**config.mk**
```make
export PLATFORM = sky130hd
export DESIGN_NAME = shrb_ram
export DESIGN_NICKNAME = d
export VERILOG_FILES = /design/src/shrb_ram.sv
export SDC_FILE = /design/constraint.sdc
export NUM_CORES = 1
export LEC_CHECK = 0
export BUFFER_PORTS_ARGS = -buffer_cell sky130_fd_sc_hd__buf_2
export CAP_MARGIN = 20
export CORE_ASPECT_RATIO = 0.8
export CORE_UTILIZATION = 45
export DETAILED_ROUTE_END_ITERATION = 10
export HOLD_SLACK_MARGIN = 0.08
export PLACE_DENSITY = 0.7
export SLEW_MARGIN = 20
export SYNTH_ARGS = -nofsm -noshare
export SYNTH_HDL_FRONTEND = slang
export SYNTH_SLANG_ARGS = --single-unit
```
**constraint.sdc**
```tcl
create_clock -name clk -period 3.1 [get_ports clk]
set_input_delay 0 -clock clk [delete_from_list [all_inputs] [get_ports clk]]
set_output_delay 0 -clock clk [all_outputs]
set_load 0.01 [all_outputs]
```
**src/shrb_ram.sv**
```systemverilog
// ============================================================================
// shrb_ram: generic simple dual-port RAM
// One write port and one read port with registered read data.
// ============================================================================
`default_nettype none

module shrb_ram #(
  parameter int unsigned WIDTH = 8,
  parameter int unsigned DEPTH = 128
) (
  input  wire logic                     clk,
  input  wire logic                     we,
  input  wire logic [$clog2(DEPTH)-1:0] waddr,
  input  wire logic [WIDTH-1:0]         wdata,
  input  wire logic                     re,
  input  wire logic [$clog2(DEPTH)-1:0] raddr,
  output logic      [WIDTH-1:0]         rdata
);

  logic [WIDTH-1:0] mem [DEPTH];
  logic [WIDTH-1:0] rdata_r;

  always_ff @(posedge clk) begin
    if (we) begin
      mem[waddr] <= wdata;
    end
    if (re) begin
      rdata_r <= mem[raddr];
    end
  end

  assign rdata = rdata_r;

endmodule

`default_nettype wire

```
==> summary.txt <==
Critical path
  • WP data required: 3.50 ns
  • CP max FO: 1
  • Reg2reg start: mem[55][4]
  • CP startpoint: mem[55][4]
  • CP startpoint kind: flop
  • Critical Path Sink: rdata[4]
  • Setup CP Type: flop to flop
  • Reg2reg path depth: 4
  • Worst flop-to-flop path endpoint: rdata[4]
  • Crit path DAT: 3.03 ns
  • Flop-to-flop setup slack: 0.47 ns
  • Crit path capture type: flop

Floorplan
  • Die X-Extent: 334 um
  • Die area: 0.0895 mm^2
  • Initial Util: 45.4%
  • Row cnt: 97
  • Core footprint: 0.0875 mm^2
  • Ports: 33
  • Die span in y: 268 um

Logic synthesis
  • Mapped Area: 0.0397 mm^2
  • Multiplexer area fraction after synthesis: 19.3%
  • Post-Syn Instances: 1,635
  • Synth Area in Simple Gates: 1.75%
  • Ys Warns: 0
  • Avg Inst Size Synth: 24.3 um^2
  • Netlist cell types: 16
  • Sequential share of the synthesized area: 78.0%
  • #FFs+latches synth: 1,032
  • Net Count, Synth: 1,660
  • Adder-Cell Fraction of Synth Area: 0%
  • XOR/XNOR Fraction of Synth Area: 0%
  • Main combinational cell family by area after synthesis: multiplexers
  • Post-synthesis compound-gate area fraction: 0%

Timing
  • RSZ-0062 raised after global routing: false
  • Final min period: 2.63 ns
  • Peak Freq: 0.380 GHz
  • Hold Violations, Final: 0
  • Final Skew: 0.0158 ns
  • Tcrit/Tclk final: 84.9%
  • Max-slew violations: 0
  • # setup viols final: 0
  • Relative slew slack: 31.9%
  • WHS: 0.151 ns
  • Tightest Pin Transition: 1.02 ns
  • Total negative setup slack: 0 ns

Clock tree
  • Hold Buf Count CTS: 14
  • H-tree levels: 3
  • Clk sink count: 1,032
  • Clock buffer count from CTS: 94
  • CTS clk-pin slew, worst paths: 0.07 ns
  • CTS root buffer: clkbuf_16
  • # resized after CTS: 0
  • CTS tree: built
  • Post-CTS setup buffers: 0
  • CTS max path bufs: 3
  • Worst skew pair latency: 0.65 ns

Route
  • Total wire length: 89,800 um
  • WL/cell: 29.0 um
  • DRT Pass-1 Iters: 7
  • Antenna Nets Post-Route: 0
  • Number of DRC markers in iteration 0: 2,106
  • Drt drc: 0
  • Avg Vias per Cell: 5.89
  • DR vias: 18,200

Global route
  • Largest net degree at the start of global routing: 118
  • Global-route wire length before repair: 131,000 um
  • Initial antenna violation count: 3
  • Total grt overflow: 0
  • Total GRT Usage: 20.5%
  • Vias in the first global route: 18,400

Placement
  • Routability Congestion: 0.830
  • # port buffers: 32
  • Final HPWL DP: 55,300 um

Power
  • Power per Cell Area: 628 mW/mm^2
  • Power Total: 0.0287 W
  • Leak: 14.2 nW
  • Max VDD drop: 0.455 mV

Layout
  • Final net count: 1,865
  • Reg area: 0.0310 mm^2
  • Area growth, synth to finish: 14.9%
  • Area occupied by multi-input gates: 0.00835 mm^2
  • Share of layout cells above drive strength 1: 34.6%
  • Fill cells: 6,558

Flow run
  • Max-cap violations: 0

Hold path
  • Hold Crit Class: primary input to flop

Status
  • Outcome: completed
==> cell type report <==
cell class / instances / share of cell area [%]
well taps: 1188 / 3.25
diodes: 1 / 0.00548
clock buffers: 111 / 5.48
repair buffers: 198 / 3.81
flip-flops and latches: 1032 / 67.8
multi-input cells: 514 / 18.3
clock inverters: 56 / 1.32
==> synth_stat cells <==
master,n,area [um^2]
buf_1,18,67.6
buf_2,15,75.1
buf_4,11,82.6
buf_6,1,11.3
clkbuf_1,44,165
edfxtp_1,1032,31000
mux2_2,8,90.1
mux4_2,336,7570
nand2_1,14,52.6
nand2b_1,2,12.5
nand3_1,12,60.1
nand4_1,3,18.8
nor2_1,122,458
nor2b_1,7,43.8
nor3_1,9,45.0
or3_1,1,6.26
==> per-stage QoR <==
stage          instances  util (%)  cell area (um^2)  worst slack, ns
2_1_floorplan       1635         -             39700            0.457
3_3_place_gp        2913      48.4             42400            0.247
3_5_place_dp        2913      48.4             42400            0.228
4_1_cts             3094      52.1             45600            0.452
5_1_grt             3100      52.2             45700            0.440
6_report            3100      52.2             45700            0.469
==> critical path, cell delays in order (launching register included) <==
cell and delay [ns]:
edfxtp_1 0.37, mux4_2 0.52, mux4_2 0.62, mux4_2 0.56, mux2_2 0.30
==> layout by cell type, fill, tap and decap left out, types with 8 or more instances in the layout <==
cell / instances
clkbuf_1: 13
nor3_1: 9
nor2_1: 122
nand3_1: 12
bufinv_16: 12
mux4_2: 336
clkbuf_16: 98
nand2_1: 14
clkinv_1: 15
buf_2: 21
clkinv_2: 18
mux2_2: 8
edfxtp_1: 1032
buf_12: 18
buf_4: 133
dlygate4sd3_1: 19
==> cell families after synthesis <==
family,Yosys count
flip-flops,1032
multiplexers,344
AND/OR/NAND/NOR,170
buffers and inverters,89
==> per-layer routing <==
| metal | GRT usage [%] | up-vias | wire [um] |
|---|---|---|---|
| li1 | - | 7442 | - |
| met1 | 29.7 | 9788 | 36900 |
| met2 | 29.5 | 875 | 40000 |
| met3 | 7.73 | 139 | 10800 |
| met4 | 5.37 | 2 | 2050 |
| met5 | 0 | - | 15 |
==> how the worst min path moves through the flow <==
stage	slack [ns]	from	depth (start not counted)	end
finish	0.15	waddr[4]	3	mem[90][1]
global route	0.13	raddr[6]	3	rdata[3]
CTS	0.09	wdata[2]	1	mem[102][2]
detailed placement	0.41	re	1	rdata[3]
global placement	0.41	re	1	rdata[3]
floorplan	0.1	wdata[0]	0	mem[0][0]
==> report_power, final <==
| part | internal [W] | total (W) | switching (W) |
|---|---|---|---|
| clock network | 0.00676 | 0.0117 | 0.00499 |
| logic | 0.000630 | 0.00149 | 0.000863 |
| registers | 0.0154 | 0.0155 | 0.0000342 |
==> flip-flops by register name, indices dropped and copies added, names as in the netlist <==
name,count
mem,1024
rdata,8
(Power assumes the default switching activity.)
