### src/shrb_pkg.sv
// ============================================================================
// shrb_pkg: shared types and constants of the sampled history ring buffer
// Field widths, status and action codes, controller states and the constant
// reciprocal used to split a time of day into hours, minutes and seconds.
// ============================================================================
`default_nettype none

package shrb_pkg;

  localparam int unsigned DEPTH_DEF = 128;

  localparam int unsigned ID_W     = 8;
  localparam int unsigned TIME_W   = 17;
  localparam int unsigned TEMP_W   = 16;
  localparam int unsigned HUM_W    = 10;
  localparam int unsigned IDX_W    = 7;
  localparam int unsigned STATUS_W = 3;
  localparam int unsigned HOUR_W   = 5;
  localparam int unsigned MIN_W    = 6;
  localparam int unsigned SEC_W    = 6;
  localparam int unsigned FILL_W   = 8;
  localparam int unsigned MTOT_W   = 11;  // minutes since midnight, up to 1439

  localparam int unsigned DAY_HALF_SECONDS = 43200;
  localparam int unsigned LAST_TIME_OF_DAY = 86399;
  localparam int unsigned SECONDS_PER_MIN  = 60;

  // Division by 60 as a multiply by ceil(2^24 / 60) and a shift by 24.
  // The error stays below the smallest fraction step for values < 2^17.
  localparam int unsigned DIV60_SHIFT = 24;
  localparam int unsigned DIV60_MUL_W = 19;
  localparam logic [DIV60_MUL_W-1:0] DIV60_MUL = 19'd279621;

  localparam logic ACT_PACKET = 1'b0;
  localparam logic ACT_READ   = 1'b1;

  localparam logic [STATUS_W-1:0] ST_STORED   = 3'd0;
  localparam logic [STATUS_W-1:0] ST_TOO_SOON = 3'd1;
  localparam logic [STATUS_W-1:0] ST_INVALID  = 3'd2;
  localparam logic [STATUS_W-1:0] ST_READ_OK  = 3'd3;
  localparam logic [STATUS_W-1:0] ST_RANGE    = 3'd4;

  typedef enum logic [1:0] {
    S_IDLE,
    S_CALC,
    S_EMIT
  } state_t;

  typedef struct packed {
    logic                     action;
    logic [ID_W-1:0]          sender_id;
    logic [TIME_W-1:0]        time_of_day;
    logic signed [TEMP_W-1:0] outside_temp;
    logic signed [TEMP_W-1:0] inside_temp;
    logic [HUM_W-1:0]         inside_humidity;
    logic [IDX_W-1:0]         read_age;
  } item_t;

  typedef struct packed {
    logic [ID_W-1:0]          rec_id;
    logic [TIME_W-1:0]        rec_time;
    logic signed [TEMP_W-1:0] rec_outside_temp;
    logic signed [TEMP_W-1:0] rec_inside_temp;
    logic [HUM_W-1:0]         rec_humidity;
  } record_t;

endpackage

`default_nettype wire

### src/shrb_hms.sv
// ============================================================================
// shrb_hms: time of day to hours, minutes and seconds
// Two divisions by 60 through a constant reciprocal; the minute total and
// the seconds are registered on load, hours and minutes follow from them.
// ============================================================================
`default_nettype none

module shrb_hms (
  input  wire logic                          clk,
  input  wire logic                          ld,
  input  wire logic [shrb_pkg::TIME_W-1:0]   time_of_day,
  output logic      [shrb_pkg::HOUR_W-1:0]   hour,
  output logic      [shrb_pkg::MIN_W-1:0]    minute,
  output logic      [shrb_pkg::SEC_W-1:0]    second
);

  import shrb_pkg::*;

  localparam int unsigned P1_W = TIME_W + DIV60_MUL_W;
  localparam int unsigned P2_W = MTOT_W + DIV60_MUL_W;

  logic [P1_W-1:0]   prod1;
  logic [MTOT_W-1:0] mtot;
  logic [TIME_W-1:0] mtot_x60;
  logic [TIME_W-1:0] sec_full;
  logic [MTOT_W-1:0] mtot_r;
  logic [SEC_W-1:0]  sec_r;
  logic [P2_W-1:0]   prod2;
  logic [HOUR_W-1:0] hr;
  logic [MTOT_W-1:0] hr_x60;
  logic [MTOT_W-1:0] min_full;

  always_comb begin
    prod1    = P1_W'(time_of_day) * P1_W'(DIV60_MUL);
    mtot     = prod1[DIV60_SHIFT +: MTOT_W];
    // q * 60 as q * 64 - q * 4.
    mtot_x60 = (TIME_W'(mtot) << 6) - (TIME_W'(mtot) << 2);
    sec_full = time_of_day - mtot_x60;
  end

  always_ff @(posedge clk) begin
    if (ld) begin
      mtot_r <= mtot;
      sec_r  <= sec_full[SEC_W-1:0];
    end
  end

  always_comb begin
    prod2    = P2_W'(mtot_r) * P2_W'(DIV60_MUL);
    hr       = prod2[DIV60_SHIFT +: HOUR_W];
    hr_x60   = (MTOT_W'(hr) << 6) - (MTOT_W'(hr) << 2);
    min_full = mtot_r - hr_x60;
  end

  assign hour   = hr;
  assign minute = min_full[MIN_W-1:0];
  assign second = sec_r;

endmodule

`default_nettype wire

### config.mk
export PLATFORM = sky130hd
export DESIGN_NAME = shrb_hms
export DESIGN_NICKNAME = d
export VERILOG_FILES = /design/src/shrb_pkg.sv /design/src/shrb_hms.sv
export SDC_FILE = /design/constraint.sdc
export NUM_CORES = 1
export LEC_CHECK = 0
export BUFFER_PORTS_ARGS = -buffer_cell sky130_fd_sc_hd__buf_2
export CAP_MARGIN = 10
export CORE_UTILIZATION = 60
export CTS_CLUSTER_DIAMETER = 60
export DETAILED_ROUTE_END_ITERATION = 12
export GPL_TIMING_DRIVEN = 0
export HOLD_SLACK_MARGIN = 0.15
export PLACE_DENSITY = 0.79
export SLEW_MARGIN = 15
export SYNTH_ARGS = -nofsm -noshare
export SYNTH_HDL_FRONTEND = slang
export SYNTH_SLANG_ARGS = --single-unit
### constraint.sdc
create_clock -name clk -period 9.5 [get_ports clk]
set_clock_uncertainty 0.05 [all_clocks]
set_input_delay 2.85 -clock clk [delete_from_list [all_inputs] [get_ports clk]]
set_output_delay 2.85 -clock clk [all_outputs]
set_load 0.02 [all_outputs]
==> summary.txt, run 1 <==
Result of the run - completed
Number of rows in the core area - 33
Most used standard cell by instance count after synthesis - ha_1
Number of nets produced by synthesis - 737
Cell type with the highest aggregate area in the netlist - ha_1
Overall die area - 8870 um2
ANT cells - 0
Cell area after placement - 5410 um2
Cell chosen for the clock root - clkbuf_8
Post-synthesis sequential area ratio - 10.0%
Initial core utilization - 62.1%
X dimension of the die - 94.2 um
Most Frequent Cell on Critical Path - fa_1
Final core area utilization - 66.4%
Wire length of the first global-routing pass - 16,700 um
Post-Syn Area - 5100 um2
Drc violations - 0
Maximum fanout along the worst path - 4
Global route overflow - 0
Areal power density over the cells - 333 nW/um2
Maximum operating frequency - 0.118 GHz
Final weighted congestion in routability-driven placement - 0.878
Buffers inserted by post-CTS timing repair - 0
Antenna viol nets, final - 0
Fin crit period - 8.46 ns
HPWL reported at the end of detailed placement - 8730 um
Number of max-cap violations - 0
Slowest CP cell - or4_1
Final clock period utilization by the worst path - 89.1%
Filler cell count - 604
Worst slack after detailed placement - 0.770 ns
Cells resized by post-CTS repair - 0
Fraction of synthesis flops using an asynchronous set or reset pin - 0%
Startpoint type of the worst setup path - input pin
Largest stage delay on the critical path - 0.55 ns
Drt initial violations - 74
Nets - 777
Number of top-level pins - 36
Number of failing hold endpoints at the final stage - 0
Average wire per cell in the routed design - 14.9 um
Quantity of hold-fixing buffers added after cts - 0
Top delay family on crit path - adder cells
Total number of vias - 3,558
CP Class - input pin to register
Signed area change from the synthesized netlist to the final layout - 6.89%
Worst VDD drop - 0.219 mV
Number of max-slew violations in the final report - 0
WP buf/inv - 3
Average size of a mapped cell - 10.2 um2
Vias per cell - 5.51
# port buffers - 35
Lkg Pwr - 3.01 nW
Main area contributors after synthesis - ha_1, fa_1, edfxtp_1
Setup repair after global routing missed its margin - no
Worst Tran Pin Value - 0.736 ns
Sum of negative setup slack - 0 ns
Number of flops mapped to enable cells by yosys - 17
Commonest cells post-synth - ha_1, inv_1, fa_1, a21oi_1
TritonCTS clock tree - done
Largest net degree at the start of global routing - 18
Post-synth top area share - 40.5%
Required @ worst endpoint - 9.43 ns
Cts bufs inserted - 3
Relative slew slack - 49.7%
Clock slew seen by the registers of the worst setup and hold paths - 0.06 ns
Critical Path, Cell by Cell - buf_2 -> ha_1 -> inv_1 -> fa_1 -> fa_1 -> fa_1 -> inv_1 -> fa_1 -> ha_1 -> nand4_1 -> a2111oi_2 -> o22ai_2 -> a31oi_4 -> a21oi_1 -> or4_1 -> ha_1 -> a21o_1 -> a21oi_1 -> xnor2_1 -> xnor3_1
Yosys warning count - 0
Clk buf depth - 2
CP Data Arrival Time - 8.39 ns
Hold WC Path Type - input pin to register
Detailed Route WL - 9650 um
All-Layer GR Usage - 23.8%
CTS H-tree lvls - 1
Die span in y - 94.2 um
Synthesis-stage register bit count - 17
Count of cell types in the netlist - 54
Number of antenna violations at the first check in global routing - 0
Fraction of final layout cells with drive strength greater than 1 - 9.80%
Primary FF master, synth - edfxtp_1
Final worst-path setup slack - 1.04 ns
Critical Path Sink Type - register
# clock sinks - 17
Setup violation total in the final timing report - 0
Total core area - 8220 um2
Pre-antenna DRT Iters - 4
Count of mapped cells out of synthesis - 502
Final std cell area, no fill - 5450 um2
Via count of the first global-routing pass - 3,758
==> area by class of cell <==
cell class | count | area (um2) | area share (%)
Multi-Input combinational cell | 367 | 4130 | 75.7
Sequential cell | 17 | 510 | 9.36
Inverter | 113 | 424 | 7.78
Timing Repair Buffer | 35 | 175 | 3.21
Tap cell | 105 | 131 | 2.41
Clock buffer | 4 | 45.0 | 0.826
Buffer | 5 | 41.3 | 0.757
==> stage by stage <==
| stage | hold slack [ns] | instances | total power, W |
|---|---|---|---|
| 6_report | 2.83 | 646 | 0.00182 |
| 4_1_cts | 2.83 | 646 | 0.00183 |
| 5_1_grt | 2.82 | 646 | 0.00205 |
| 2_1_floorplan | 2.90 | 502 | 0.00136 |
| 3_3_place_gp | 3.07 | 642 | 0.00168 |
| 3_5_place_dp | 3.09 | 642 | 0.00176 |
==> power breakdown <==
part           internal, W   total, W  switching, W
clock network    0.0000297  0.0000517     0.0000220
logic             0.000681    0.00160      0.000915
registers         0.000132   0.000169     0.0000368
total             0.000842    0.00182      0.000974
==> registers in the layout (all words and copies together), names as in the netlist <==
signal  cells
mtot_r     11
second      6
==> routing by layer <==
layer	part of all wire [%]	GRT usage (%)	vias to the layer above
li1	-	-	1809
met1	47	30.1	1682
met2	50	43.6	53
met3	1.8	1.38	14
met4	1.9	6.54	0
met5	0	0	-
==> worst paths after layout <==
check	from	end	slack [ns]	depth (start not counted)
min	time_of_day[0]	second[0]	2.83	1
max	time_of_day[13]	second[5]	1.04	20
==> cells by family after synthesis <==
| group | Yosys count | share of synthesized area (%) |
|---|---|---|
| AO/OA/AOI/OAI | 68 | 10.1 |
| XOR/XNOR | 19 | 3.53 |
| adder cells (fa/ha/maj) | 216 | 60.5 |
| buffers and inverters | 118 | 9.12 |
| flip-flops | 17 | 10.0 |
| multiplexers | 1 | 0.196 |
| AND/OR/NAND/NOR | 63 | 6.52 |
==> layout by cell type, fill, tap and decap left out, types with 3 or more instances in the layout <==
master      n
a211oi_1    3
a21o_1      7
a21oi_1    20
buf_2      35
clkbuf_8    3
edfxtp_1   17
fa_1       51
ha_1      165
inv_1     113
nand2_1    17
nand3_1     9
nand4_1     5
nor2_1      7
nor2b_1     4
nor3_1      6
o211ai_1    3
o21ai_0     9
o21bai_1    4
xnor2_1    13
xor2_1      5
Power figures use the tool's default switching activity.
==> inputs of run 2 (changes only) <==
Settings changed: CELL_PAD_IN_SITES_DETAIL_PLACEMENT set to 1, CELL_PAD_IN_SITES_GLOBAL_PLACEMENT set to 2, CORE_UTILIZATION 60 to 41, PLACE_DENSITY 0.79 to not set, PLACE_DENSITY_LB_ADDON set to 0.1.
==> run 2 against run 1 <==
Compared with the run above:
- first-iteration DRC count is 5.4% lower
- largest cell class unchanged
- die area rose by 45%
- global-route usage is 4.4 points lower
- count of clock-buffer cells in the layout stayed put
- clock power increased by 56%
- highest routed layer unchanged
- fmax is 1.3% lower
- sequential share of layout area decreased by 0.19 points
- critical path depth unchanged
- hold slack got worse by 0.0018 ns
- final area is 2.1% higher
- worst setup slack lost 0.11 ns
==> summary.txt, run 2 (synthesized netlist as in run 1, its figures left out) <==
Sw Ratio - 53.1%
Die span in y - 114 um
CP Data Arrival Time - 8.50 ns
Via count of the first global-routing pass - 4,064
Total core area - 12,100 um2
Final worst-path setup slack - 0.929 ns
Clock power share - 4.3%
Vias per cell - 5.11
Cell chosen for the clock root - clkbuf_16
Total number of vias - 3,625
Critical Path Sink Type - register
Top reg by flops - mtot_r
Fin crit period - 8.57 ns
Maximum operating frequency - 0.117 GHz
Number of top-level pins - 36
Quantity of hold-fixing buffers added after cts - 0
Flip-flop count of the largest register, all copies and words added - 11
All-Layer GR Usage - 19.4%
Worst VDD drop - 0.119 mV
Most Frequent Cell on Critical Path - fa_1
Nets - 777
Commonest cells after routing, fill and taps aside - ha_1, inv_1, fa_1, buf_2, a21oi_1
Top delay family on crit path - adder cells
Setup violation total in the final timing report - 0
Net switching power - 0.000988 W
WP buf/inv - 3
Critical Path, Cell by Cell - buf_2 -> ha_1 -> inv_1 -> fa_1 -> fa_1 -> fa_1 -> inv_1 -> fa_1 -> ha_1 -> a211oi_1 -> o21ai_0 -> o2111ai_1 -> a31oi_4 -> and4b_1 -> or4_1 -> ha_1 -> a21o_1 -> a21oi_1 -> xnor2_1 -> xnor3_1
Number of max-slew violations in the final report - 0
Relative slew slack - 45.7%
Commonest non-fill, non-tap cell in the layout - ha_1
Clk buf depth - 2
# clock sinks - 17
Startpoint type of the worst setup path - input pin
ANT cells - 0
Clock slew seen by the registers of the worst setup and hold paths - 0.05 ns
Maximum fanout along the worst path - 4
Largest stage delay on the critical path - 0.54 ns
Pre-antenna DRT Iters - 4
Areal power density over the cells - 335 nW/um2
Cells resized by post-CTS repair - 0
Largest net degree at the start of global routing - 18
Antenna viol nets, final - 0
Wire length of the first global-routing pass - 19,600 um
Comb pwr share - 86.0%
Initial core utilization - 42.3%
Result of the run - completed
Number of max-cap violations - 0
Cts bufs inserted - 3
CP Class - input pin to register
Drt initial violations - 70
Slowest CP cell - or4_1
Number of antenna violations at the first check in global routing - 0
Setup repair after global routing missed its margin - no
Fraction of final layout cells with drive strength greater than 1 - 9.80%
Hold WC Path Type - input pin to register
Final weighted congestion in routability-driven placement - 0.799
Relative contribution of sequential cells to total power - 9.7%
Design internal power - 0.000874 W
Detailed Route WL - 11,400 um
Filler cell count - 1,381
X dimension of the die - 114 um
Drc violations - 0
CTS H-tree lvls - 1
HPWL reported at the end of detailed placement - 10,500 um
Lkg Pwr - 3.03 nW
# port buffers - 35
Number of rows in the core area - 40
Worst Tran Pin Value - 0.793 ns
Buffers inserted by post-CTS timing repair - 0
Average wire per cell in the routed design - 16.1 um
Sum of negative setup slack - 0 ns
Required @ worst endpoint - 9.43 ns
Number of failing hold endpoints at the final stage - 0
Global route overflow - 0
Final clock period utilization by the worst path - 90.2%
Overall die area - 12,900 um2
TritonCTS clock tree - done
Signed area change from the synthesized netlist to the final layout - 9.10%
Worst slack after detailed placement - 0.594 ns
## run 2: cell types whose count changed in the layout (fill, tap and decap cells not counted)
cell / delta
clkbuf_16: +3
clkbuf_8: -3
## run 2: area by class of cell
cell class / instances / area (um2) / area share (%)
inverter: 113 / 424 / 7.62
timing repair buffer: 35 / 175 / 3.15
sequential: 17 / 510 / 9.17
tap: 168 / 210 / 3.78
buffer: 5 / 41.3 / 0.742
clock buffer: 4 / 78.8 / 1.42
multi-input combinational: 367 / 4130 / 74.1
## run 2: metal layers
layer | part of all wire (%) | track usage (%) | vias up
met1 | 44 | 23.3 | 1781
met5 | 0 | 0 | -
met2 | 54 | 38.7 | 32
li1 | - | - | 1804
met4 | 1.2 | 3.42 | 0
met3 | 0.79 | 0.372 | 8
## run 2: worst paths after layout
| kind | to | cells after the start | start | slack, ns |
|---|---|---|---|---|
| hold / removal | second[1] | 1 | time_of_day[1] | 2.82 |
| setup / recovery | second[5] | 20 | time_of_day[13] | 0.93 |
## run 2: power by group through the flow
stage           Clock, W  Sequential [W]  Combinational (W)
2_1_floorplan          0        0.000173            0.00119
3_3_place_gp           0        0.000182            0.00156
3_5_place_dp           0        0.000183            0.00162
4_1_cts        0.0000826        0.000182            0.00164
5_1_grt        0.0000853        0.000186            0.00186
6_report       0.0000806        0.000180            0.00160
## run 2: through the flow
| step | std cells | instance area [um2] | hold WS [ns] | util, % | total power (W) |
|---|---|---|---|---|---|
| 5_1_grt | 709 | 5570 | 2.82 | 46.1 | 0.00214 |
| 3_5_place_dp | 705 | 5490 | 3.07 | 45.5 | 0.00181 |
| 3_3_place_gp | 705 | 5490 | 3.08 | 45.5 | 0.00174 |
| 6_report | 709 | 5570 | 2.82 | 46.1 | 0.00186 |
| 2_1_floorplan | 502 | 5100 | 2.90 | - | 0.00136 |
| 4_1_cts | 709 | 5570 | 2.83 | 46.1 | 0.00191 |
